==> src/rtl/png_scanline_unfilter_rgba8_core_macros.svh <==
// assertion macros shared by the png scanline unfilter rtl
// no dependencies; compiled out when SYNTH is defined
`ifndef PNG_SCANLINE_UNFILTER_RGBA8_CORE_MACROS_SVH
`define PNG_SCANLINE_UNFILTER_RGBA8_CORE_MACROS_SVH
`ifndef SYNTH
`define PNGU_ASSERT_IMP(lbl, clk, rst, ante, cons) \
   lbl: assert property (@(posedge clk) disable iff (rst) (ante) |-> (cons)) \
      else $error("pngu assertion failed");
`define PNGU_ASSERT_NXT(lbl, clk, rst, ante, cons) \
   lbl: assert property (@(posedge clk) disable iff (rst) (ante) |=> (cons)) \
      else $error("pngu assertion failed");
`else
`define PNGU_ASSERT_IMP(lbl, clk, rst, ante, cons)
`define PNGU_ASSERT_NXT(lbl, clk, rst, ante, cons)
`endif
`endif

==> src/rtl/pngu_pkg.sv <==
// shared types and constants of the png scanline unfilter
// used by front, queue, back and top level
`default_nettype none
package pngu_pkg;

   typedef enum logic [2:0] {
      FILT_NONE  = 3'd0,
      FILT_SUB   = 3'd1,
      FILT_UP    = 3'd2,
      FILT_AVG   = 3'd3,
      FILT_PAETH = 3'd4
   } filt_type;

   // highest legal filter type byte
   localparam logic [7:0] FILT_CODE_MAX = 8'd4;

   localparam int CSR_IDX_W    = 2;
   localparam int CSR_DATA_W   = 16;
   localparam int WIDTH_CFG_W  = 11;
   localparam int HEIGHT_CFG_W = 16;

   localparam logic [CSR_IDX_W-1:0] CSR_WIDTH_PIXELS = 2'd0;
   localparam logic [CSR_IDX_W-1:0] CSR_HEIGHT_ROWS  = 2'd1;

   localparam int QUEUE_DEPTH = 4;
   localparam int QUEUE_PTR_W = 2;
   localparam int QUEUE_CNT_W = 3;

   // one word handed from front to back
   typedef struct packed {
      logic       bad;
      logic       first;
      logic       last;
      filt_type   filt;
      logic [7:0] x;
      logic [7:0] up;
   } item_type;

endpackage
`default_nettype wire

==> src/rtl/pngu_queue.sv <==
// short word queue between front and back
// uses pngu_pkg for the word type and depth
`default_nettype none
`include "png_scanline_unfilter_rgba8_core_macros.svh"
module pngu_queue
   import pngu_pkg::*;
(
   input  wire logic                   clock,
   input  wire logic                   reset,
   input  wire logic                   push_valid,
   input  item_type                    push_item,
   input  wire logic                   pop,
   output item_type                    head_item,
   output logic [QUEUE_CNT_W-1:0]      count
);

   item_type                 slot_ff [QUEUE_DEPTH];
   logic [QUEUE_PTR_W-1:0]   wr_ptr_ff, wr_ptr_in;
   logic [QUEUE_PTR_W-1:0]   rd_ptr_ff, rd_ptr_in;
   logic [QUEUE_CNT_W-1:0]   count_ff, count_in;

   always_comb begin
      wr_ptr_in = push_valid ? wr_ptr_ff + QUEUE_PTR_W'(1) : wr_ptr_ff;
      rd_ptr_in = pop ? rd_ptr_ff + QUEUE_PTR_W'(1) : rd_ptr_ff;
      count_in  = count_ff + QUEUE_CNT_W'(push_valid) - QUEUE_CNT_W'(pop);
   end

   always_ff @(posedge clock) begin
      if (reset) begin
         wr_ptr_ff <= '0;
         rd_ptr_ff <= '0;
         count_ff  <= '0;
      end else begin
         wr_ptr_ff <= wr_ptr_in;
         rd_ptr_ff <= rd_ptr_in;
         count_ff  <= count_in;
      end
   end

   always_ff @(posedge clock) begin
      if (push_valid) begin
         slot_ff[wr_ptr_ff] <= push_item;
      end
   end

   assign head_item = slot_ff[rd_ptr_ff];
   assign count     = count_ff;

   `PNGU_ASSERT_IMP(a_no_overrun, clock, reset, push_valid,
                    count_ff < QUEUE_CNT_W'(QUEUE_DEPTH))
   `PNGU_ASSERT_IMP(a_no_underrun, clock, reset, pop, count_ff != '0)

endmodule
`default_nettype wire

==> config.mk <==
export PLATFORM = sky130hd
export DESIGN_NAME = pngu_queue
export DESIGN_NICKNAME = d
export VERILOG_FILES = /design/src/rtl/pngu_pkg.sv /design/src/rtl/pngu_queue.sv
export VERILOG_INCLUDE_DIRS = /design/src /design/src/rtl
export SDC_FILE = /design/constraint.sdc
export NUM_CORES = 1
export LEC_CHECK = 0
export BUFFER_PORTS_ARGS = -buffer_cell sky130_fd_sc_hd__clkbuf_2
export CAP_MARGIN = 10
export CELL_PAD_IN_SITES_DETAIL_PLACEMENT = 1
export CELL_PAD_IN_SITES_GLOBAL_PLACEMENT = 2
export CORE_ASPECT_RATIO = 1.25
export CORE_MARGIN = 3
export CORE_UTILIZATION = 35
export CTS_CLUSTER_DIAMETER = 40
export CTS_CLUSTER_SIZE = 10
export DETAILED_ROUTE_END_ITERATION = 8
export GPL_TIMING_DRIVEN = 0
export HOLD_SLACK_MARGIN = 0.05
export PLACE_DENSITY_LB_ADDON = 0.12
export SYNTH_ARGS = -nofsm -noshare
export SYNTH_HDL_FRONTEND = slang
export SYNTH_SLANG_ARGS = --single-unit
==> constraint.sdc <==
create_clock -name clock -period 1.5 [get_ports clock]
set_input_delay 0.15 -clock clock [delete_from_list [all_inputs] [get_ports clock]]
set_output_delay 0.15 -clock clock [all_outputs]
set_load 0.03 [all_outputs]
## Word level (Yosys, flattened, before mapping)

Memory sizes are Yosys's and may differ from the RTL's. A register that Yosys moved wholly into a read port is not among the register bits.
Cells that the tools add are included.

| storage, ports and cells | value |
|---|---|
| flip-flop bits (word level) | 7 |
| word-level logic and storage cells | 12 |
| output and inout port bits | 25 |
| bits in writable memories | 88 |
| input port bits | 26 |
| memories | 1 |

| operators by class | value |
|---|---|
| muxes and demuxes | 4 |
| add/sub/neg operators | 4 |

Memories:

| name | words | bits a word | read ports | clocked after memory_dff | wr ports | line | RTL |
|---|---|---|---|---|---|---|---|
| slot_ff | 4 | 22 | 1 | 1 | 1 | pngu_queue.sv:17 | `item_type slot_ff [QUEUE_DEPTH];` |

Operators with widths:

| operator | count |
|---|---|
| $add A2 B1 Y2 const B | 2 |
| $mux W2 | 2 |
| $add A3 B1 Y3 | 1 |
| $sub A3 B1 Y3 | 1 |
| $mux W1 | 2 |

## Depth between registers and ports, before layout

Gate-level depths: netlist of the first run.

| logic depth | value |
|---|---|
| word-level depth | 3 |
| depth in mapped cells | 7 |
| mapped depth without buffers | 7 |

## Worst setup path after synthesis of the first run

OpenSTA, ideal clock, no wires.

| path | value |
|---|---|
| path type | register to register |
| from | reg count_ff[0] (netlist: count[0]) |
| to | reg count_ff[2] (netlist: count[2]) |
| data required time | 1.436 ns |
| buffers on the path | 0 |
| library setup time | 0.064 ns |
| setup slack | -0.386 ns |
| cell stages (with the launch flop) | 8 |
| data arrival time | 1.822 ns |
| period minus slack after synthesis | 1.886 ns |
| cells stage by stage | dfxtp_1 inv_1 ha_1 inv_1 ha_1 fa_1 xor3_1 nor2_1 |

| between the ends | value |
|---|---|
| cells in the longest elaborated chain, start to end | 2 |

Ends and longest elaborated chain:

| element | line | RTL |
|---|---|---|
| from (decl) | pngu_queue.sv:20 | `logic [QUEUE_CNT_W-1:0] count_ff, count_in;` |
| from (signal assigned) | pngu_queue.sv:36 | `count_ff <= count_in;` |
| $add A3 B1 Y3 | pngu_queue.sv:25 | `count_in = count_ff + QUEUE_CNT_W'(push_valid) - QUEUE_CNT_W'(pop);` |
| $sub A3 B1 Y3 | pngu_queue.sv:25 |  |

Every way passes these cells.
A chain may end at the register's enable or synchronous reset.

==> results of run 1 <==
layer usage:
layer / vias up / global-route usage, %
met5: - / 0
met2: 35 / 21.59
met4: 0 / 3.424
li1: 791 / -
met1: 906 / 14.22
met3: 5 / 3.339
worst max-delay path by stage:
| stage | slack (ns) | depth (start not counted) | end |
|---|---|---|---|
| 6_report | -0.24 | 3 | head_item[5] |
| 4_1_cts | -0.27 | 3 | head_item[1] |
| 2_1_floorplan | -0.04 | 6 | count[1] |
| 3_5_place_dp | -0.54 | 3 | slot_ff[0][0] |
| 5_1_grt | -0.30 | 3 | head_item[19] |
| 3_3_place_gp | -0.38 | 3 | slot_ff[0][2] |
layout make-up:
| class | instances | area (µm²) | area share (%) |
|---|---|---|---|
| buffer | 4 | 55.05 | 1.147 |
| sequential | 97 | 2830 | 58.97 |
| multi-input combinational | 47 | 765.7 | 15.95 |
| timing repair buffer | 72 | 681.9 | 14.21 |
| clock buffer | 10 | 229.0 | 4.771 |
| tap | 126 | 157.7 | 3.285 |
| clock inverter | 5 | 57.56 | 1.199 |
| inverter | 6 | 22.52 | 0.4692 |
kinds of logic after synthesis:
family / after synthesis
AND/OR/NAND/NOR: 12
adder cells (fa/ha/maj): 7
XOR/XNOR: 3
flip-flops: 97
multiplexers: 23
buffers and inverters: 10
AO/OA/AOI/OAI: 2
per-stage QoR:
stage               util, %  instances  hold slack [ns]
floorplan                 -        154           0.2119
global placement      41.24        330           0.3643
detailed placement    41.24        330           0.3708
CTS                   48.56        366          0.05243
global route          48.93        367          0.06097
finish                48.93        367          0.05980
sequential cells by signal (all words and copies together), names as in the netlist, named ones only:
| signal | count |
|---|---|
| count | 3 |
| slot_ff | 88 |
| wr_ptr_ff | 2 |
| rd_ptr_ff | 2 |
power groups by stage:
stage          Clock [mW]  Sequential (mW)  Combinational [mW]
6_report             2.19             3.16                1.10
5_1_grt              2.35             3.18                1.19
4_1_cts              2.24             3.16                1.07
3_5_place_dp            0             3.22               0.846
3_3_place_gp            0             3.21               0.822
2_1_floorplan           0             3.25               0.549
worst max-delay path: stages (launching register included):
cell and delay [ns]:
sky130_fd_sc_hd__dfxtp_4 0.39, sky130_fd_sc_hd__buf_12 0.16, sky130_fd_sc_hd__mux4_2 0.55, sky130_fd_sc_hd__buf_8 0.16
placed cells by master, fill, tap and decap left out, types with 2 or more instances in the layout:
cell type	Yosys	final
sky130_fd_sc_hd__edfxtp_1	88	88
sky130_fd_sc_hd__clkbuf_2	0	28
sky130_fd_sc_hd__mux4_2	20	22
sky130_fd_sc_hd__buf_8	0	21
sky130_fd_sc_hd__dlygate4sd3_1	0	20
sky130_fd_sc_hd__clkbuf_16	0	9
sky130_fd_sc_hd__dfxtp_1	9	7
sky130_fd_sc_hd__nor2_1	5	5
sky130_fd_sc_hd__inv_1	6	4
sky130_fd_sc_hd__and2_4	0	4
sky130_fd_sc_hd__ha_1	6	4
sky130_fd_sc_hd__buf_4	0	3
sky130_fd_sc_hd__buf_12	0	2
sky130_fd_sc_hd__inv_2	0	2
sky130_fd_sc_hd__xnor2_1	2	2
sky130_fd_sc_hd__ha_4	0	2
sky130_fd_sc_hd__dfxtp_4	0	2
sky130_fd_sc_hd__clkinvlp_4	0	2
timing repair:
action / in CTS / in global routing
endpoints found under the setup margin: 112 / 24
setup buffers: 1 / 1
endpoints found under the hold margin: 80 / 0
hold buffers: 20 / 0
pin swaps: 1 / 0
gates resized for setup: 61 / 25
==> results_dict.tcl, run 1 <==
set metrics [dict create \
    final_estimated_routing_congestion_in_global_placement 0.6619 \
    rsz_0062_raised_after_global_routing "yes" \
    router_iterations_before_antenna_repair 4 \
    yosysMostFrequentCell "sky130_fd_sc_hd__edfxtp_1" \
    ys_seq_elements 97 \
    placed_area_um2 4045 \
    placement_rows 40 \
    globalRouteTotalUtil_pct 12.09 \
    cts-root-buf "sky130_fd_sc_hd__clkbuf_16" \
    met2_wirelength_mm 3.542 \
    cts.htree.levels 3 \
    timing.final.crit_share_pct 116.1 \
    drive_gt1_share_pct 43.15 \
    antenna_violations_before_repair 0 \
    post_synth_inst_count 154 \
    internal-power_mw 4.947 \
    cts.reportedPaths.clkPinSlew_ns 0.06 \
    remaining_drc_errors 0 \
    final-max-slew-violation-count 0 \
    timing.critical_path.to_type "primary output" \
    hold_depth 1 \
    synth-edff-count 88 \
    tritoncts_clock_tree "yes" \
    design.core.area_um2 9809 \
    critical_path_peak_fanout 10 \
    timing.clock.skew_ns 0.007045 \
    status "finished, violations left" \
    total_routed_length_mm 6.485 \
    die_height_um 119.5 \
    timing.final.ws_setup_ns -0.2410 \
    buffer_ports.inserted 50 \
    min_delay_worst_endpoint "slot_ff[3][3]" \
    min_period_ns 1.741 \
    reg2reg_end "count[1]" \
    start_util_pct 36.76 \
    total_switching_power_mw 1.510 \
    slew_headroom_pct 75.07 \
    setup-violations-final 22 \
    power_frac_seq_pct 49.0 \
    post_synth_most_frequent_cells "88 x sky130_fd_sc_hd__edfxtp_1, 20 x sky130_fd_sc_hd__mux4_2, 9 x sky130_fd_sc_hd__dfxtp_1" \
    ys_seq_area_share_pct 78.28 \
    fp.dieW_um 96.79 \
    fin_tns_setup_ns -4.478 \
    total_power_mw 6.456 \
    synth-xor-area-share_pct 1.145 \
    viasPerCell 4.733 \
    failed_checks "setup timing" \
    startpoint_type_of_the_worst_setup_path "flip-flop" \
    critPathRequiredTime_ns 1.35 \
    synthesized_area_fraction_occupied_by_and_or_nand_nor_cells_pct 1.770 \
    reg2regPathDepth 6 \
    iteration_0_drc_markers 99 \
    ys_warn_count 0 \
    post_detail_place_hpwl_mm 4.077 \
    power_density_nw_per_um2 1345 \
    netlist.area_leader.share_pct 73.28 \
    dp_slack_ns -0.5376 \
    maximum_clock_frequency_ghz 0.5744 \
    dr_total_vias 1737 \
    synth_area_um2 3606 \
    final_nets 270 \
    synth_fp_nets 187 \
    syn2layout_area_growth_pct 33.10 \
    cellLeakagePower_nw 1.673 \
    vias_in_the_first_global_route 2009 \
    holdCritPathClass "primary input to flip-flop" \
    switching_share_pct 23.38 \
    peak_vdd_ir_v 0.0006883 \
    p_clk_share_pct 33.9 \
    pwr-share-comb_pct 17.1 \
    dieArea_um2 11560 \
    max_cap_viol_count 0 \
    grt_overflow_total 0 \
    ys_types 18 \
    timing.reg2reg.setup_slack_ns 0 \
    wl_met1_mm 2.638 \
    synthTopCellsByArea "sky130_fd_sc_hd__edfxtp_1 73%, sky130_fd_sc_hd__mux4_2 12%, sky130_fd_sc_hd__dfxtp_1 5.0%" \
    fill_cells 939 \
    worstMarginPinSlew_ns 0.3739 \
    routed_wire_length_per_instance_um 17.67 \
    ios 51 \
    synth_top_family_by_area "multiplexers" \
    first_pass_grt_wire_length_mm 10.63 \
    top_signal_layer_used "met4" \
    min_from "push_item[3]" \
    cell_type_contributing_the_most_total_cell_area_after_synthesis "sky130_fd_sc_hd__edfxtp_1" \
    clock-sinks 97 \
    stdcell_area_um2 4800 \
    cts_bufs_inserted 9 \
    synth-compound-area-share_pct 0.4164 \
    met3_wirelength_um 240 \
    clk_latency_worst_skew_pair_ns 0.33 \
    cts_max_path_buffers 2 \
    asyncSetResetFlopFracSynth_pct 0 \
    post_synth_mux_area_share_pct 14.23 \
    ff_to_ff_start "count[0]" \
    synth-adder-area-share_pct 2.637 \
    insertedDiodeCount 0 \
    avg_cell_area_syn_um2 23.42 \
    critical_path_class "flip-flop to primary output" \
    worstPathArrival_ns 1.59 \
    detail-route-antenna-nets 0 \
    main_flop_type_after_synthesis "sky130_fd_sc_hd__edfxtp_1" \
    timing.final.hold_violations 0 \
    grt_max_degree 23 \
]
(Power assumes the default switching activity.)
==> run 2, diff against run 1 <==
- clock period: 1.5 -> 1.69 ns (I/O delays scaled with it)
==> results_dict.tcl, run 2 (same netlist as run 1, synthesis figures left out) <==
set metrics [dict create \
    min_period_ns 1.819 \
    die_height_um 119.5 \
    detail-route-antenna-nets 0 \
    cts-root-buf "sky130_fd_sc_hd__clkbuf_16" \
    timing.final.ws_setup_ns -0.1286 \
    power_density_nw_per_um2 1176 \
    insertedDiodeCount 0 \
    cts.htree.levels 3 \
    clk_latency_worst_skew_pair_ns 0.33 \
    clock-sinks 97 \
    worstPathArrival_ns 1.65 \
    startpoint_type_of_the_worst_setup_path "flip-flop" \
    max_flop_register "slot_ff" \
    rsz_0062_raised_after_global_routing "yes" \
    grt_max_degree 23 \
    critPathRequiredTime_ns 1.52 \
    antenna_violations_before_repair 0 \
    maximum_cell_stage_delay_along_the_critical_path_ns 0.53 \
    critPathSlowestCell "sky130_fd_sc_hd__mux4_2" \
    peak_vdd_ir_v 0.0005401 \
    first_pass_grt_wire_length_mm 10.81 \
    cts_bufs_inserted 9 \
    cts_max_path_buffers 2 \
    flip_flop_count_of_the_largest_register_all_copies_and_words_added 88 \
    remaining_drc_errors 0 \
    final-seq-area_um2 2830 \
    placement_rows 40 \
    critical_path_peak_fanout 5 \
    total_routed_length_mm 6.691 \
    timing.clock.skew_ns 0.004425 \
    buffer_ports.inserted 50 \
    cp_cell_sequence "buf_12, buf_12, mux4_2, buf_8" \
    routed_wire_length_per_instance_um 18.53 \
    final-max-slew-violation-count 0 \
    cts.reportedPaths.clkPinSlew_ns 0.06 \
    design.core.area_um2 9809 \
    globalRouteTotalUtil_pct 12.60 \
    critical_path_class "flip-flop to primary output" \
    post_detail_place_hpwl_mm 4.318 \
    setup-violations-final 22 \
    slew_headroom_pct 56.84 \
    stdcell_area_um2 4727 \
    dr_total_vias 1698 \
    timing.critical_path.mode_cell "sky130_fd_sc_hd__buf_12" \
    syn2layout_area_growth_pct 31.09 \
    multi_input_comb_area_um2 734.5 \
    timing.final.hold_violations 0 \
    final_nets 264 \
    worstPathBufferInverterCount 3 \
    ios 51 \
    iteration_0_drc_markers 80 \
    final_cell_count_no_fill 361 \
    most_common_library_cell_in_the_layout_ignoring_fill_and_taps "sky130_fd_sc_hd__edfxtp_1" \
    status "finished, violations left" \
    drive_gt1_share_pct 42.98 \
    router_iterations_before_antenna_repair 4 \
    failed_checks "setup timing" \
    commonest_cells_after_routing_fill_and_taps_aside "88 x sky130_fd_sc_hd__edfxtp_1, 28 x sky130_fd_sc_hd__clkbuf_2, 21 x sky130_fd_sc_hd__mux4_2, 21 x sky130_fd_sc_hd__buf_8, 11 x sky130_fd_sc_hd__dlygate4sd3_1" \
    total_power_mw 5.559 \
    worstMarginPinSlew_ns 0.6474 \
    cpLargestDelayFamily "multiplexers" \
    tritoncts_clock_tree "yes" \
    dieArea_um2 11560 \
    holdCritPathClass "primary input to flip-flop" \
    numPlacedInstances 330 \
    grt_overflow_total 0 \
    placed_area_um2 4023 \
    viasPerCell 4.704 \
    fp.dieW_um 96.79 \
    start_util_pct 36.76 \
    fill_cells 951 \
    vias_in_the_first_global_route 1995 \
    final_estimated_routing_congestion_in_global_placement 0.6957 \
    maximum_clock_frequency_ghz 0.5499 \
    cellLeakagePower_nw 1.655 \
    timing.critical_path.to_type "primary output" \
    timing.final.crit_share_pct 107.6 \
    max_cap_viol_count 0 \
]
-- run 2: layer usage --
metal | vias to the layer above | GRT usage (%) | share of wire [%]
met1 | 882 | 14.30 | 39
met5 | - | 0 | 0
li1 | 777 | - | -
met2 | 33 | 22.28 | 56
met4 | 0 | 4.478 | 1.3
met3 | 6 | 3.984 | 3.7
-- run 2: area by class of cell --
type	instances	share of cell area (%)
timing repair buffer	66	14.29
clock inverter	4	0.4500
inverter	6	0.4764
buffer	4	1.112
multi-input combinational	47	15.54
tap	126	3.335
sequential	97	59.87
clock buffer	11	4.923
-- run 2: worst paths after layout --
check | start | endpoint | slack (ns) | depth (start not counted)
max | flip-flop | head_item[16] | -0.13 | 4
min | push_item[0] | slot_ff[1][0] | 0.06 | 1
max reg2reg | count[0] | count[1] | 0.11 | 6
min reg2reg | rd_ptr_ff[1] | rd_ptr_ff[1] | 0.55 | 2
-- run 2: through the flow --
step | util (%) | hold slack [ns] | TNS (ns) | setup slack [ns]
detailed placement | 41.01 | 0.3932 | -23.68 | -0.2790
finish | 48.19 | 0.06114 | -2.379 | -0.1286
CTS | 47.82 | 0.05019 | -3.003 | -0.1670
floorplan | - | 0.2309 | 0 | 0.1320
global placement | 41.01 | 0.3852 | -13.87 | -0.1791
global route | 48.19 | 0.05086 | -3.631 | -0.1898
-- run 2: where the power goes --
group	total (mW)	switching [mW]	internal, mW
combinational	0.991	0.487	0.505
sequential	2.81	0.0518	2.76
clock	1.76	0.778	0.979
-- run 2: what timing repair did --
| item | CTS | global route |
|---|---|---|
| cloned | 2 | 0 |
| resized for setup | 57 | 21 |
| endpoints found under the hold margin | 39 | 4 |
| setup endpoints to repair | 110 | 22 |
| hold buffers | 10 | 1 |
| setup buffers | 3 | 0 |
==> run 3, diff against run 2 <==
- CORE_MARGIN: 3 -> default
- CTS_BUF_LIST: default -> sky130_fd_sc_hd__clkbuf_8
- GPL_ROUTABILITY_DRIVEN: default -> 0
==> results_dict.tcl, run 3 (same netlist as run 1, synthesis figures left out) <==
set metrics [dict create \
    first_pass_grt_wire_length_mm 10.47 \
    setup-violations-final 22 \
    final-max-slew-violation-count 0 \
    fill_cells 977 \
    fin_tns_setup_ns -1.649 \
    ff_to_ff_start "wr_ptr_ff[0]" \
    dieArea_um2 10720 \
    worstPathArrival_ns 1.62 \
    timing.clock.skew_ns 0.01076 \
    dr_total_vias 1743 \
    clk_latency_worst_skew_pair_ns 0.36 \
    total_routed_length_mm 6.485 \
    max_flop_register "slot_ff" \
    timing.final.crit_share_pct 106.2 \
    slew_headroom_pct 57.68 \
    die_height_um 115.5 \
    insertedDiodeCount 0 \
    failed_checks "setup timing" \
    stdcell_area_um2 4692 \
    iteration_0_drc_markers 60 \
    critical_path_peak_fanout 5 \
    router_iterations_before_antenna_repair 4 \
    fp.dieW_um 92.79 \
    drive_gt1_share_pct 41.63 \
    commonest_cells_after_routing_fill_and_taps_aside "88 x sky130_fd_sc_hd__edfxtp_1, 28 x sky130_fd_sc_hd__clkbuf_2, 22 x sky130_fd_sc_hd__mux4_2, 22 x sky130_fd_sc_hd__dlygate4sd3_1, 20 x sky130_fd_sc_hd__buf_8" \
    critical_path_class "flip-flop to primary output" \
    post_detail_place_hpwl_mm 4.127 \
    reg2regPathDepth 2 \
    status "finished, violations left" \
    timing.final.ws_setup_ns -0.1040 \
    grt_overflow_total 0 \
    cts_max_path_buffers 2 \
    dp_slack_ns -0.3060 \
    total_power_mw 5.056 \
    vias_in_the_first_global_route 1951 \
    critPathRequiredTime_ns 1.52 \
    syn2layout_area_growth_pct 30.12 \
    multi_input_comb_area_um2 730.7 \
    cts.reportedPaths.clkPinSlew_ns 0.08 \
    min_from "reset" \
    final_nets 273 \
    cts_bufs_inserted 9 \
    cts-root-buf "sky130_fd_sc_hd__clkbuf_8" \
    max_cap_viol_count 0 \
    startpoint_type_of_the_worst_setup_path "flip-flop" \
    remaining_drc_errors 0 \
    holdCritPathClass "primary input to flip-flop" \
    detail-route-antenna-nets 0 \
    buffer_ports.inserted 50 \
    viasPerCell 4.660 \
    cellLeakagePower_nw 1.649 \
    clock-sinks 97 \
    globalRouteTotalUtil_pct 13.51 \
    design.core.area_um2 10050 \
    power_density_nw_per_um2 1078 \
    worstMarginPinSlew_ns 0.6348 \
    peak_vdd_ir_v 0.0004913 \
    final-seq-area_um2 2830 \
    placed_area_um2 4026 \
    grt_max_degree 23 \
    whs_ns 0.09465 \
    min_period_ns 1.794 \
    hold_depth 2 \
    rsz_0062_raised_after_global_routing "yes" \
    ios 51 \
    routed_wire_length_per_instance_um 17.34 \
    most_common_library_cell_in_the_layout_ignoring_fill_and_taps "sky130_fd_sc_hd__edfxtp_1" \
    maximum_clock_frequency_ghz 0.5574 \
    tritoncts_clock_tree "yes" \
    start_util_pct 35.86 \
    antenna_violations_before_repair 0 \
    cts.htree.levels 3 \
    timing.critical_path.to_type "primary output" \
    placement_rows 41 \
    timing.final.hold_violations 0 \
    flip_flop_count_of_the_largest_register_all_copies_and_words_added 88 \
]
==> run 3: through the flow <==
step | util [%] | cells
floorplan | - | 154
global placement | 40.04 | 333
detailed placement | 40.04 | 333
CTS | 47.04 | 376
global route | 46.67 | 374
finish | 46.67 | 374
==> run 3: cell type report <==
type                       instances  share of cell area [%]
sequential                        97                   60.32
inverter                           6                  0.4800
multi-input combinational         47                   15.57
buffer                             3                  0.7467
timing repair buffer              76                   15.92
clock inverter                     6                  0.5867
clock buffer                      10                   2.933
tap                              129                   3.440
==> run 3: layer usage <==
metal,GRT usage [%],up-vias,part of all wire (%)
li1,-,792,-
met1,15.82,898,40
met2,24.12,45,55
met3,3.478,8,3.9
met4,4.615,0,1.3
met5,0,-,0
==> run 3: path summary, 6_finish.rpt <==
check | to | slack [ns]
hold reg to reg | rd_ptr_ff[1] | 0.56
setup reg to reg | slot_ff[3][20] | 0.15
hold / removal | count[2] | 0.09
setup / recovery | head_item[16] | -0.10
==> run 3: power breakdown <==
| group | switching (mW) | total, mW | internal, mW |
|---|---|---|---|
| logic | 0.472 | 0.963 | 0.491 |
| registers | 0.0518 | 2.81 | 2.75 |
| clock network | 0.732 | 1.29 | 0.555 |
==> run 3: critical path, cell delays in order, from the launching register on <==
cell and delay, ns:
sky130_fd_sc_hd__dfxtp_4 0.43, sky130_fd_sc_hd__buf_8 0.15, sky130_fd_sc_hd__mux4_2 0.54, sky130_fd_sc_hd__buf_8 0.16
==> run 3: repair_timing <==
item | 4_1_cts | 5_1_grt
hold buffers | 21 | 1
setup buffers | 4 | 0
resized for setup | 59 | 23
cloned | 2 | 0
hold endpoints to repair | 83 | 1
endpoints found under the setup margin | 110 | 22
