--- src/rtl/png_scanline_unfilter_rgba8_core_macros.svh ---
// assertion macros shared by the png scanline unfilter rtl
// no dependencies; compiled out when SYNTH is defined
`ifndef PNG_SCANLINE_UNFILTER_RGBA8_CORE_MACROS_SVH
`define PNG_SCANLINE_UNFILTER_RGBA8_CORE_MACROS_SVH
`ifndef SYNTH
`define PNGU_ASSERT_IMP(lbl, clk, rst, ante, cons) \
   lbl: assert property (@(posedge clk) disable iff (rst) (ante) |-> (cons)) \
      else $error("pngu assertion failed");
`define PNGU_ASSERT_NXT(lbl, clk, rst, ante, cons) \
   lbl: assert property (@(posedge clk) disable iff (rst) (ante) |=> (cons)) \
      else $error("pngu assertion failed");
`else
`define PNGU_ASSERT_IMP(lbl, clk, rst, ante, cons)
`define PNGU_ASSERT_NXT(lbl, clk, rst, ante, cons)
`endif
`endif

--- src/rtl/pngu_pkg.sv ---
// shared types and constants of the png scanline unfilter
// used by front, queue, back and top level
`default_nettype none
package pngu_pkg;

   typedef enum logic [2:0] {
      FILT_NONE  = 3'd0,
      FILT_SUB   = 3'd1,
      FILT_UP    = 3'd2,
      FILT_AVG   = 3'd3,
      FILT_PAETH = 3'd4
   } filt_type;

   // highest legal filter type byte
   localparam logic [7:0] FILT_CODE_MAX = 8'd4;

   localparam int CSR_IDX_W    = 2;
   localparam int CSR_DATA_W   = 16;
   localparam int WIDTH_CFG_W  = 11;
   localparam int HEIGHT_CFG_W = 16;

   localparam logic [CSR_IDX_W-1:0] CSR_WIDTH_PIXELS = 2'd0;
   localparam logic [CSR_IDX_W-1:0] CSR_HEIGHT_ROWS  = 2'd1;

   localparam int QUEUE_DEPTH = 4;
   localparam int QUEUE_PTR_W = 2;
   localparam int QUEUE_CNT_W = 3;

   // one word handed from front to back
   typedef struct packed {
      logic       bad;
      logic       first;
      logic       last;
      filt_type   filt;
      logic [7:0] x;
      logic [7:0] up;
   } item_type;

endpackage
`default_nettype wire

--- src/rtl/pngu_back.sv ---
// back part: predictor, byte reconstruction, line buffer write, result register
// uses pngu_pkg
`default_nettype none
`include "png_scanline_unfilter_rgba8_core_macros.svh"
module pngu_back
   import pngu_pkg::*;
#(
   parameter int MAX_WIDTH   = 1024,
   parameter int PIXEL_BYTES = 4
) (
   input  wire logic   clock,
   input  wire logic   reset,
   input  wire logic   q_empty,
   input  item_type    head_item,
   output logic        q_pop,
   output logic        wr_en,
   output logic [((MAX_WIDTH * PIXEL_BYTES) > 1 ?
                  $clog2(MAX_WIDTH * PIXEL_BYTES) : 1)-1:0] wr_addr,
   output logic [7:0]  wr_data,
   output logic        empty,
   input  wire logic   pop,
   output logic [7:0]  rsp_pixel_byte,
   output logic        rsp_last_of_image,
   output logic        rsp_bad_filter
);

   localparam int ROW_CAP = MAX_WIDTH * PIXEL_BYTES;
   localparam int CW      = ROW_CAP > 1 ? $clog2(ROW_CAP) : 1;
   localparam int LW      = 8 * PIXEL_BYTES;

   logic [LW-1:0] left_ff, left_in;
   logic [LW-1:0] upl_ff, upl_in;
   logic [CW-1:0] wcol_ff, wcol_in;
   logic          out_v_ff, out_v_in;
   logic [7:0]    pix_ff, pix_in;
   logic          last_ff, last_in;
   logic          bad_ff, bad_in;

   logic              take;
   logic [LW-1:0]     left_base, upl_base;
   logic [7:0]        a, b, c, pred, recon;
   logic [8:0]        avg_sum;
   logic signed [9:0] d_a, d_b, d_c;
   logic [9:0]        p_a, p_b, p_c;

   assign take = !q_empty && (!out_v_ff || pop);

   always_comb begin
      // a new row starts with empty left and upper-left history
      left_base = head_item.first ? '0 : left_ff;
      upl_base  = head_item.first ? '0 : upl_ff;
      a = left_base[LW-1 -: 8];
      c = upl_base[LW-1 -: 8];
      b = head_item.up;

      avg_sum = {1'b0, a} + {1'b0, b};
      d_a = $signed({2'b00, b}) - $signed({2'b00, c});
      d_b = $signed({2'b00, a}) - $signed({2'b00, c});
      d_c = $signed({2'b00, a}) + $signed({2'b00, b}) - $signed({1'b0, c, 1'b0});
      p_a = d_a[9] ? 10'(-d_a) : 10'(d_a);
      p_b = d_b[9] ? 10'(-d_b) : 10'(d_b);
      p_c = d_c[9] ? 10'(-d_c) : 10'(d_c);

      unique case (head_item.filt)
         FILT_NONE:  pred = 8'h00;
         FILT_SUB:   pred = a;
         FILT_UP:    pred = b;
         FILT_AVG:   pred = avg_sum[8:1];
         FILT_PAETH: begin
            if (p_a <= p_b && p_a <= p_c) begin
               pred = a;
            end else if (p_b <= p_c) begin
               pred = b;
            end else begin
               pred = c;
            end
         end
         default:    pred = 8'h00;
      endcase
      recon = head_item.x + pred;

      wr_en   = take && !head_item.bad;
      wr_addr = head_item.first ? '0 : wcol_ff + CW'(1);
      wr_data = recon;

      left_in = left_ff;
      upl_in  = upl_ff;
      wcol_in = wcol_ff;
      if (wr_en) begin
         left_in = (left_base << 8) | LW'(recon);
         upl_in  = (upl_base << 8) | LW'(b);
         wcol_in = wr_addr;
      end

      out_v_in = take ? 1'b1 : (pop ? 1'b0 : out_v_ff);
      pix_in   = pix_ff;
      last_in  = last_ff;
      bad_in   = bad_ff;
      if (take) begin
         pix_in  = head_item.bad ? 8'h00 : recon;
         last_in = head_item.bad ? 1'b0 : head_item.last;
         bad_in  = head_item.bad;
      end
   end

   always_ff @(posedge clock) begin
      if (reset) begin
         out_v_ff <= 1'b0;
      end else begin
         out_v_ff <= out_v_in;
      end
   end

   always_ff @(posedge clock) begin
      left_ff <= left_in;
      upl_ff  <= upl_in;
      wcol_ff <= wcol_in;
      pix_ff  <= pix_in;
      last_ff <= last_in;
      bad_ff  <= bad_in;
   end

   assign q_pop             = take;
   assign empty             = !out_v_ff;
   assign rsp_pixel_byte    = pix_ff;
   assign rsp_last_of_image = last_ff;
   assign rsp_bad_filter    = bad_ff;

   `PNGU_ASSERT_NXT(a_bad_result, clock, reset, take && head_item.bad,
                    out_v_ff && bad_ff && !last_ff && pix_ff == 8'h00)
   `PNGU_ASSERT_IMP(a_first_col, clock, reset, wr_en && head_item.first, wr_addr == '0)

endmodule
`default_nettype wire

--- config.mk ---
export PLATFORM = sky130hd
export DESIGN_NAME = pngu_back
export DESIGN_NICKNAME = d
export VERILOG_FILES = /design/src/rtl/pngu_pkg.sv /design/src/rtl/pngu_back.sv
export VERILOG_INCLUDE_DIRS = /design/src /design/src/rtl
export SDC_FILE = /design/constraint.sdc
export NUM_CORES = 1
export LEC_CHECK = 0
export BUFFER_PORTS_ARGS = -buffer_cell sky130_fd_sc_hd__buf_2
export CAP_MARGIN = 40
export CELL_PAD_IN_SITES_DETAIL_PLACEMENT = 0
export CELL_PAD_IN_SITES_GLOBAL_PLACEMENT = 1
export CORE_ASPECT_RATIO = 0.8
export CORE_MARGIN = 2
export CORE_UTILIZATION = 52
export CTS_CLUSTER_SIZE = 28
export DETAILED_ROUTE_END_ITERATION = 8
export PLACE_DENSITY = 0.85
export SETUP_SLACK_MARGIN = 0.3
export SYNTH_ARGS = -nofsm -noshare
export SYNTH_HDL_FRONTEND = slang
export SYNTH_SLANG_ARGS = --single-unit
--- constraint.sdc ---
create_clock -name clock -period 21.9 [get_ports clock]
set_input_delay 1.095 -clock clock [delete_from_list [all_inputs] [get_ports clock]]
set_output_delay 1.095 -clock clock [all_outputs]
set_load 0.005 [all_outputs]
# Yosys cells after proc, flatten, opt, wreduce, memory -nomap -nowiden
# Cells that the tools add are included.
# totals
ff_bits,87
in_bits,26
output_inout_bits,33
word_cells,45
# op_classes
addsub,10
n_lt_le_gt_ge,3
eq_ne,4
muxes,11
n_bitwise,2
reduce_logical,8
# ops
cell,count
$mux W32,2
$or A32 B8 Y32,2
$pmux W8 S4,1
$le A10 B10 Y1,3
$mux W10,3
$neg A9 Y10,2
$add A8 B8 Y9,2
$sub A8 B8 Y9,2
$mux W8,2
$add A12 B1 Y12 const B,1
$mux W12,1
$neg A10 Y10,1
$sub A9 B9 Y10,1
$add A8 B8 Y8,1
$eq A3 B2 Y1 const B,2
$eq A3 B1 Y1 const B,1
$eq A3 B3 Y1 const B,1
$logic_and A1 B1 Y1,3
$logic_not A1 Y1,3
$mux W1,2
$reduce_bool A2 Y1,1
$logic_or A1 B1 Y1,1

# Depth between registers and ports, before layout
# Gate-level depths: netlist (run 1).
# logic_depth
ltp_word,11
depth_mapped,35
ltp_nobuf,33

# Least setup slack after synthesis (run 1)
# OpenSTA, ideal clock, no wires.
# synth_timing
kind,input-to-output
from,input port head_item[20] in the netlist's numbering
to,output port wr_data[7]
t_arrival_ns,7.873
required_time_ns,20.805
setup_slack_ns,12.932
stages,33
path_buffers,2
path_cell_list,clkbuf_1 clkbuf_1 nand2b_1 fa_1 inv_1 ha_1 nor2b_1 o311a_1 o221ai_1 or2b_1 a21oi_1 xnor2_1 or4_1 ha_1 nand3_1 nor2_1 a221oi_1 nor2b_1 mux2i_1 a211oi_2 o32ai_4 a311oi_2 o32ai_1 ha_1 a21o_1 a21oi_1 o21bai_1 a21oi_1 o21ai_0 xor2_1 nor2_1 nor4b_2 nor3_1
# synth_via
elab_chain_len,10
elab_cells_between_ends,21
cone_classes,add/sub: 9; order compare: 3; mux: 8; reduce/logical: 1
# synth_rtl
element,line,text
from (decl),pngu_back.sv:14,"input item_type head_item,"
$mux W32,pngu_back.sv:50,left_base = head_item.first ? '0 : left_ff;
$add A8 B8 Y9,"pngu_back.sv:56, pngu_back.sv:59",
$sub A9 B9 Y10,pngu_back.sv:59,"d_c = $signed({2'b00, a}) + $signed({2'b00, b}) - $signed({1'b0, c, 1'b0});"
$neg A10 Y10,pngu_back.sv:62,p_c = d_c[9] ? 10'(-d_c) : 10'(d_c);
$mux W10,pngu_back.sv:62,
"$le A10 B10 Y1, on equally long branches","pngu_back.sv:72, pngu_back.sv:70",
$mux W8 or $logic_and A1 B1 Y1 (tied branches),"pngu_back.sv:72, pngu_back.sv:70",
$mux W8,pngu_back.sv:70,if (p_a <= p_b && p_a <= p_c) begin
$pmux W8 S4 (*),pngu_back.sv:64,unique case (head_item.filt)
$add A8 B8 Y8 (*),pngu_back.sv:80,recon = head_item.x + pred;
to (decl),pngu_back.sv:19,"output logic [7:0] wr_data,"
# Every way passes the cells marked *; elsewhere a longest branch is shown, timed or not.

# Final worst setup path (run 1)
# Ends and elaborated chain as after synthesis.

==> results.md, run 1 <==
- Outcome: completed
- Yosys reg bits: 87
- Post-Route WL: 16100 um
- Number of I/O port buffers: 58
- Root Buffer: clkbuf_16
- Final setup violation count: 0
- Clock Latency Late Sink: 340 ps
- PD cells: 78.3 nW/um^2
- ANT cells: 0
- Clock share of power: 23.4%
- Fin crit share: 48.5%
- Sw Pwr: 223 uW
- Crit-path slowest cell: or4_1
- WL per Instance: 17.4 um
- Sequential share of power: 32.9%
- DRC violations left: 0
- Startpoint Class: input port
- Max transition margin: 46.1%
- Number of global-route vias before repair: 4965
- Max Clock Freq: 94.1 MHz
- Fin Hold WS: 524 ps
- Finished Core Util: 59.5%
- Met2 usage: 34.6%
- Die H: 107 um
- Post-synth EDFFs: 86
- Hold endpoint: upl_ff[15]
- Max Cap Viol: 0
- CTS Hold Bufs: 0
- Critical path type: in -> out
- Met1 track demand over resource: 36.1%
- Area Growth Syn to Fin: 11.1%
- Routability Congestion: 0.910
- Worst Reg-to-Reg Cells: 32
- Clock slew at reported path FFs: 60 ps
- Crit path DAT: 9530 ps
- Sw frac: 37.0%
- Worst hold start: upl_ff[7]
- Initial Util: 53.6%
- Die area: 14300 um^2
- Final min period: 10630 ps
- Ratio of cells with drive above 1 in the final layout: 14.0%
- Initial drt markers: 424
- Yosys warning count: 0
- Initial antenna violation count: 0
- Synthesized area: 6940 um^2
- Drt first pass iters: 5
- CTS Buffer Depth: 2
- Post_cts resized: 0
- Part of the power in combinational logic: 43.8%
- WP data required: 20810 ps
- Vias/cell: 5.66
- Core Area: 13000 um^2
- Clock skew: 6.21 ps
- P_int: 381 uW
- GRT met3 Usage: 4.24%
- Die Width: 133 um
- Grt peak-use layer: met1
- Leakage: 0.00327 uW
- Worst R2R End: left_ff[7]
- Slew @ Worst Pin: 801 ps
- CTS tree: done
- Detailed Place HPWL: 12600 um
- Register area share after synthesis: 37.5%
- I/O pin total: 59
- # Post-CTS Setup Buffers: 0
- Filler cells: 1128
- TritonCTS Sinks: 87
- Setup ws final: 11270 ps
- Post-Syn Instances: 687
- Final TNS setup: 0 ps
- CTS Buf Count: 9
- Most frequent cells in the layout: 86 x edfxtp_1, 70 x ha_1, 63 x nor2b_1
- Final ANT Viol Nets: 0
- GRT Overall Usage: 23.3%
- Placement Cell Area: 7430 um^2
- Syn Area/Cell: 10.1 um^2
- Flop-to-flop setup slack: 13720 ps
- RSZ-0062 raised after global routing: no
- Final nets: 850
- Row Count: 37
- Commonest non-fill, non-tap cell in the layout: edfxtp_1
- Worst slack, placed: 11450 ps
- Synth cell types: 78
- Worst Setup End Kind: primary output
- Async SR Flop Fraction: 0%
- Most used DFF post-synth: edfxtp_1
- VDD IR-drop max: 56.0 uV
- Gr ovfl total: 0
- Crit-path max FO: 76
- Hold Path Class: reg -> reg
- First-pass GRT wire length: 25600 um
- Via count: 5224
- Hold path cells: 1
- Reg-to-reg critical path startpoint: upl_ff[25]
- Final Hold Viols: 0
- Final design area excluding fillers: 7710 um^2
- Max incr delay on CP: 590 ps
- Pin count of the biggest net entering global routing: 77
- Final slew viol count: 0
- H-tree levels: 3
-- metal layers --
layer	wire length, um	vias to the layer above	share of wire [%]
met5	0	-	0
met4	124	0	0.77
met1	8260	2500	51
li1	-	2570	-
met3	1050	12	6.5
met2	6660	142	41
-- worst max path at each step --
stage,from,end,slack [ps],cells after the start
final,head_item[20],wr_data[7],11270,36
after global routing,head_item[20],wr_data[7],10470,36
after CTS,head_item[20],wr_data[7],11380,35
after detailed placement,head_item[20],wr_data[7],11450,35
after global placement,head_item[20],wr_data[7],11690,35
after floorplan,head_item[20],wr_data[7],12930,33
-- through the flow --
stage / instances / total power, uW
2_1_floorplan: 689 / 398
3_3_place_gp: 905 / 456
3_5_place_dp: 906 / 461
4_1_cts: 922 / 604
5_1_grt: 923 / 643
6_report: 923 / 604
-- power by group through the flow --
stage	Clock (uW)	Combinational, uW	Sequential, uW
final	141	264	199
after global routing	149	294	199
after CTS	144	261	199
after floorplan	0	196	202
after detailed placement	0	259	202
after global placement	0	254	202
-- layout make-up --
class	instances	area, um^2	share of cell area [%]
clock buffer	9	225	2.92
clock inverter	7	56.3	0.730
inverter	62	233	3.02
multi-input combinational	521	4040	52.4
sequential	87	2600	33.7
tap	175	219	2.84
timing repair buffer	62	340	4.41
-- registers in the layout, summed over array words and instances (netlist names) --
signal / flops
out_v_ff: 1
wcol_ff: 12
left_ff: 32
rsp_bad_filter: 1
upl_ff: 32
rsp_pixel_byte: 8
rsp_last_of_image: 1
-- cells in the mapped netlist, types with 6 or more instances --
cell      number  share of area (%)
edfxtp_1      86                 37
ha_1          70                 13
nor2b_1       63                5.7
inv_1         62                3.4
a21oi_1       40                2.9
nand2_1       36                1.9
nor2_1        36                1.9
xnor2_1       30                3.8
xor2_1        24                3.0
o21ai_0       21                1.5
nand2b_1      20                1.8
a21o_1        17                1.8
clkbuf_1      14               0.76
nand3_1       13               0.94
fa_1          11                3.2
nor3_1        11               0.79
o21a_1        10                1.1
nand4_1        9               0.81
o21bai_1       8               0.86
a22oi_1        7               0.76
o31ai_1        7               0.76
o22ai_1        6               0.54
-- critical path: cells and delay by family --
family | cells | cell delay, ps
compound gates | 13 | 3070
xor+xnor | 2 | 370
fa+ha+maj | 4 | 1450
buf+inv | 5 | 920
mux | 1 | 190
simple gates | 11 | 2400
-- cells by family (layout without fill, tap and decap cells) --
group | Yosys count | count (layout) | synth area share [%]
compound gates | 149 | 149 | 15.4
xor+xnor | 57 | 57 | 7.84
fa+ha+maj | 81 | 81 | 15.8
buf+inv | 81 | 140 | 4.54
flops | 87 | 87 | 37.5
mux | 5 | 5 | 0.757
other cells | 2 | 4 | 0.108
simple gates | 225 | 225 | 18.1
Note: power is estimated with default switching activity, not from simulation.
==> inputs of run 2 (changes only) <==
Settings changed: CORE_UTILIZATION 52 to 48, PLACE_DENSITY 0.85 to 0.79.
Clock period 21.9 ns to 9.81 ns, I/O delays scaled along.
==> run 2 against run 1 <==
Power grew 130%; global-route usage down 1.7 points; clock-buffer cell count unchanged; register-to-register slack got worse by 12000 ps.
==> results.md, run 2 (synthesized netlist as in run 1, its figures left out) <==
- Outcome: completed
- Clock slew at reported path FFs: 70 ps (about the same)
- Max incr delay on CP: 600 ps (about the same)
- Hold Path Class: in -> reg
- Biggest regs: left_ff x32, upl_ff x32, wcol_ff x12
- Root Buffer: clkbuf_16
- Via count: 5239 (+0.29%)
- Commonest non-fill, non-tap cell in the layout: edfxtp_1
- Final TNS setup: 0 ps (unchanged)
- CTS Buffer Depth: 2 (unchanged)
- Post-Route WL: 16400 um (+2.0%)
- Number of I/O port buffers: 58 (unchanged)
- VDD IR-drop max: 118 uV (+110%)
- Vias/cell: 5.58 (-1.4%)
- I/O pin total: 59 (unchanged)
- Initial antenna violation count: 0 (unchanged)
- Max Cap Viol: 0 (unchanged)
- GRT Overall Usage: 21.6% (-1.7 points)
- First-pass GRT wire length: 26600 um (+3.8%)
- Final design area excluding fillers: 7820 um^2 (+1.4%)
- Final Hold Viols: 0 (unchanged)
- CTS Hold Bufs: 0 (unchanged)
- Slew @ Worst Pin: 849 ps (+47.9 ps)
- CTS Buf Count: 9 (unchanged)
- WL per Instance: 17.5 um (+0.22%)
- Detailed Place HPWL: 13100 um (+4.2%)
- Final nets: 857 (+0.82%)
- Clock Latency Late Sink: 340 ps (about the same)
- Routability Congestion: 0.922 (+1.3%)
- Crit path DAT: 8390 ps (-1140 ps)
- Setup ws final: 930 ps (-10340 ps)
- H-tree levels: 3 (unchanged)
- TritonCTS Sinks: 87 (unchanged)
- Met1 Wirelength: 8370 um (+1.3%)
- Crit-path slowest cell: or4_1
- Worst slack, placed: 855 ps (-10590 ps)
- Ratio of cells with drive above 1 in the final layout: 15.0% (+0.93 points)
- Final setup violation count: 0 (unchanged)
- Routed wl met2: 7150 um (+7.4%)
- Most frequent cells in the layout: 86 x edfxtp_1, 70 x ha_1, 63 x nor2b_1
- Top Layer Used: met4
- Die Width: 138 um (+4.0%)
- Initial Util: 48.9% (-4.7 points)
- Post_cts resized: 0 (unchanged)
- Die area: 15500 um^2 (+8.0%)
- Leakage: 0.00333 uW (+1.8%)
- ANT cells: 0 (unchanged)
- Die H: 112 um (+3.9%)
- RSZ-0062 raised after global routing: no
- Max transition margin: 43.2% (-2.9 points)
- Initial drt markers: 431 (+1.7%)
- Max Clock Freq: 113 MHz
- Final slew viol count: 0 (unchanged)
- Clock skew: 8.63 ps (+2.41 ps)
- Crit-path max FO: 23 (-70%)
- Fin crit share: 90.5%
- CTS tree: done
- Row Count: 39 (+5.4%)
- Gr ovfl total: 0 (unchanged)
- Total power: 1400 uW (+130%)
- Placement Cell Area: 7450 um^2 (+0.35%)
- # Post-CTS Setup Buffers: 0 (unchanged)
- Area Growth Syn to Fin: 12.6%
- Final min period: 8880 ps
- Worst Setup End Kind: primary output
- Drt first pass iters: 5 (unchanged)
- Startpoint Class: input port
- Critical path type: in -> out
- PD cells: 180 nW/um^2 (+130%)
- WL met3: 824 um (-22%)
- Final ANT Viol Nets: 0 (unchanged)
- Pin count of the biggest net entering global routing: 75 (-2.6%)
- Core Area: 14200 um^2 (+9.5%)
- DRC violations left: 0 (unchanged)
- Number of global-route vias before repair: 5167 (+4.1%)
- WP data required: 9320 ps (-11490 ps)
## run 2: cell count changes in the layout (fill, tap and decap cells not counted)
cell and change:
inv_8 +1, inv_6 +2, buf_4 +6, clkinv_4 -2
clkinvlp_4 -1, clkinv_1 -1, buf_12 +1, bufinv_16 +1
## run 2: final timing paths
check / slack (ps) / from / cells past startpoint / to
worst max-delay path: 930 / head_item[20] / 35 / wr_data[7]
worst min-delay path: 310 / reset / 2 / out_v_ff
worst min register to register: 530 / upl_ff[15] / 1 / upl_ff[23]
worst max register to register: 1750 / upl_ff[25] / 33 / left_ff[7]
## run 2: cell type report
type / instances / area [um^2]
Tap cell: 184 / 230
Sequential cell: 87 / 2600
Clock inverter: 7 / 86.3
Inverter: 62 / 233
Multi-Input combinational cell: 521 / 4040
Timing Repair Buffer: 69 / 405
Clock buffer: 9 / 225
Fill cell: 1269 / 6380
## run 2: critical path, delay by kind of cell
family	cells	cell delay [ps]
compound gates	13	2780
buf+inv	5	750
simple gates	10	2370
mux	1	200
fa+ha+maj	4	1440
xor+xnor	2	310
## run 2: through the flow
stage / std cells / hold slack [ps] / utilization, %
2_1_floorplan: 689 / 509 / -
3_3_place_gp: 916 / 512 / 52.3
3_5_place_dp: 917 / 520 / 52.5
4_1_cts: 933 / 296 / 54.7
5_1_grt: 939 / 310 / 55.1
6_report: 939 / 308 / 55.1
## run 2: power by group
part,leakage (uW),switching (uW),internal (uW)
Sequential,0.000831,6.46,437
Combinational,0.00235,356,254
Clock,0.000151,148,204
## run 2: metal layers
layer / track usage [%] / up-vias
li1: - / 2580
met1: 33.1 / 2536
met2: 33.9 / 117
met3: 2.67 / 6
met4: 2.65 / 0
met5: 0 / -
==> inputs of run 3 (changes only) <==
==> constraint.sdc (replaced) <==
create_clock -name clock -period 9.75 [get_ports clock]
set_input_delay 0.4875 -clock clock [delete_from_list [all_inputs] [get_ports clock]]
set_output_delay 0.4875 -clock clock [all_outputs]
set_load 0.02 [all_outputs]
==> run 3 against run 2 <==
First-iteration DRC count is 13% lower; critical path depth is 1 lower; sequential share of layout area is 0.059 points higher; non-clock buffer count is 1 lower; global-route usage is 0.15 points lower; die area stayed put; largest cell class unchanged.
==> results.md, run 3 (synthesized netlist as in run 1, its figures left out) <==
- Outcome: completed
- Reg-to-reg critical path startpoint: upl_ff[25]
- Row Count: 39 (unchanged)
- I/O pin total: 59 (unchanged)
- Worst hold start: reset
- Max Clock Freq: 115 MHz
- Root Buffer: clkbuf_16
- Max Cap Viol: 0 (unchanged)
- Area Growth Syn to Fin: 12.4%
- Detailed Place HPWL: 12900 um (-1.3%)
- Die H: 112 um (unchanged)
- P_int: 896 uW (+0.18%)
- DRC violations left: 0 (unchanged)
- GRT Overall Usage: 21.5% (-0.15 points)
- Ratio of cells with drive above 1 in the final layout: 15.0% (+0.020 points)
- Leakage: 0.00333 uW (-0.20%)
- Gr ovfl total: 0 (unchanged)
- Hold endpoint: out_v_ff
- Clock slew at reported path FFs: 70 ps (about the same)
- ANT cells: 0 (unchanged)
- Sequential share of power: 31.2% (-0.3 points)
- RSZ-0062 raised after global routing: no
- Sw Pwr: 534 uW (+4.6%)
- VDD IR-drop max: 97.4 uV (-18%)
- Commonest non-fill, non-tap cell in the layout: edfxtp_1
- Vias/cell: 5.56 (-0.33%)
- H-tree levels: 3 (unchanged)
- Crit-path max FO: 10 (-57%)
- Number of global-route vias before repair: 5141 (-0.50%)
- Part of the power in combinational logic: 43.9% (+0.4 points)
- Number of I/O port buffers: 58 (unchanged)
- Final design area excluding fillers: 7810 um^2 (-0.18%)
- Max transition margin: 41.3% (-1.9 points)
- Worst R2R End: left_ff[7]
- First-pass GRT wire length: 26300 um (-1.0%)
- Setup ws final: 1030 ps (+96.8 ps)
- Critical path type: reg -> out
- TritonCTS Sinks: 87 (unchanged)
- CTS Buf Count: 9 (unchanged)
- Post-Route WL: 16300 um (-0.71%)
- Flop-to-flop setup slack: 1860 ps (+110 ps)
- Crit-path slowest cell: or4_1
- Fin crit share: 89.5%
- Routability Congestion: 0.902 (-2.1%)
- Worst slack, placed: 853 ps (-2.57 ps)
- Finished Core Util: 55.0% (-0.097 points)
- Initial Util: 48.9% (unchanged)
- Clock share of power: 24.9% (about the same)
- Placement Cell Area: 7450 um^2 (unchanged)
- Startpoint Class: flip-flop
- Worst Setup End Kind: primary output
- Core Area: 14200 um^2 (unchanged)
- CTS Buffer Depth: 2 (unchanged)
- Initial drt markers: 377 (-13%)
- PD cells: 183 nW/um^2 (+2.0%)
- Final TNS setup: 0 ps (unchanged)
- Post-Layout Cell Count: 938 (-0.11%)
- Hold Path Class: in -> reg
- Worst Reg-to-Reg Cells: 32 (-3.0%)
- Initial antenna violation count: 0 (unchanged)
- Final min period: 8720 ps
- Max incr delay on CP: 590 ps (about the same)
- CTS Hold Bufs: 0 (unchanged)
- Biggest regs: left_ff x32, upl_ff x32, wcol_ff x12
- Crit path DAT: 8240 ps (-150 ps)
- Via count: 5216 (-0.44%)
- Drt first pass iters: 6 (+1)
- Pin count of the biggest net entering global routing: 76 (+1.3%)
- WP data required: 9260 ps (-60 ps)
- Die Width: 138 um (unchanged)
- Final Hold Viols: 0 (unchanged)
- Sw frac: 37.3% (+1.0 points)
- Filler cells: 1235 (-2.7%)
- CTS tree: done
- Slew @ Worst Pin: 877 ps (+28.5 ps)
- Most frequent cells in the layout: 86 x edfxtp_1, 70 x ha_1, 63 x nor2b_1
- Clock Latency Late Sink: 340 ps (about the same)
- WL per Instance: 17.4 um (-0.61%)
- Hold path cells: 2 (unchanged)
- Final setup violation count: 0 (unchanged)
- Die area: 15500 um^2 (unchanged)
- Clock skew: 9.17 ps (+0.542 ps)
- Final slew viol count: 0 (unchanged)
- Final nets: 856 (-0.12%)
- Final ANT Viol Nets: 0 (unchanged)
- Dpl cells: 917 (unchanged)
-- run 3: how the worst max path moves through the flow --
stage / startpoint / to / slack (ps) / cells past startpoint
final: upl_ff[25] / wr_data[7] / 1030 / 34
after floorplan: head_item[20] / wr_data[7] / 1700 / 33
after global placement: head_item[20] / wr_data[7] / 1140 / 34
after CTS: upl_ff[25] / wr_data[7] / 770 / 34
after detailed placement: head_item[20] / wr_data[7] / 850 / 35
after global routing: upl_ff[25] / wr_data[7] / 430 / 34
-- run 3: cell type report --
cell class / instances / area (um^2) / share of cell area [%]
Tap cell: 184 / 230 / 2.95
Multi-Input combinational cell: 521 / 4050 / 51.8
Timing Repair Buffer: 68 / 385 / 4.94
Clock inverter: 7 / 86.3 / 1.11
Clock buffer: 9 / 225 / 2.88
Inverter: 62 / 233 / 2.98
Sequential cell: 87 / 2600 / 33.3
-- run 3: metrics by stage --
step | hold WS, ps | total power [uW]
after global placement | 512 | 1040
after CTS | 287 | 1420
after detailed placement | 520 | 1060
final | 293 | 1430
after global routing | 288 | 1530
after floorplan | 509 | 917
-- run 3: power by group through the flow --
| stage | Combinational [uW] | Sequential, uW | Clock, uW |
|---|---|---|---|
| final | 628 | 445 | 357 |
| after global routing | 699 | 447 | 379 |
| after CTS | 609 | 445 | 363 |
| after floorplan | 456 | 460 | 0 |
| after global placement | 587 | 453 | 0 |
| after detailed placement | 605 | 454 | 0 |
-- run 3: per-layer routing --
layer / up-vias / GRT usage [%] / part of all wire [%]
met5: - / 0 / 0
met4: 0 / 3.74 / 0.68
met3: 14 / 4.69 / 5.0
met2: 115 / 33.5 / 43
met1: 2509 / 31.3 / 51
li1: 2578 / - / -
-- run 3: repair_timing --
action                                  CTS  global route
gates resized for setup                   0             1
endpoints found under the setup margin    0             1
setup buffers                             0             5
-- run 3: critical path, delay by kind of cell (launching register included) --
kind | cells | cell delay, ps
flops | 1 | 420
compound gates | 13 | 2830
simple gates | 11 | 2270
mux | 1 | 190
fa+ha+maj | 4 | 1450
xor+xnor | 2 | 380
buf+inv | 3 | 360
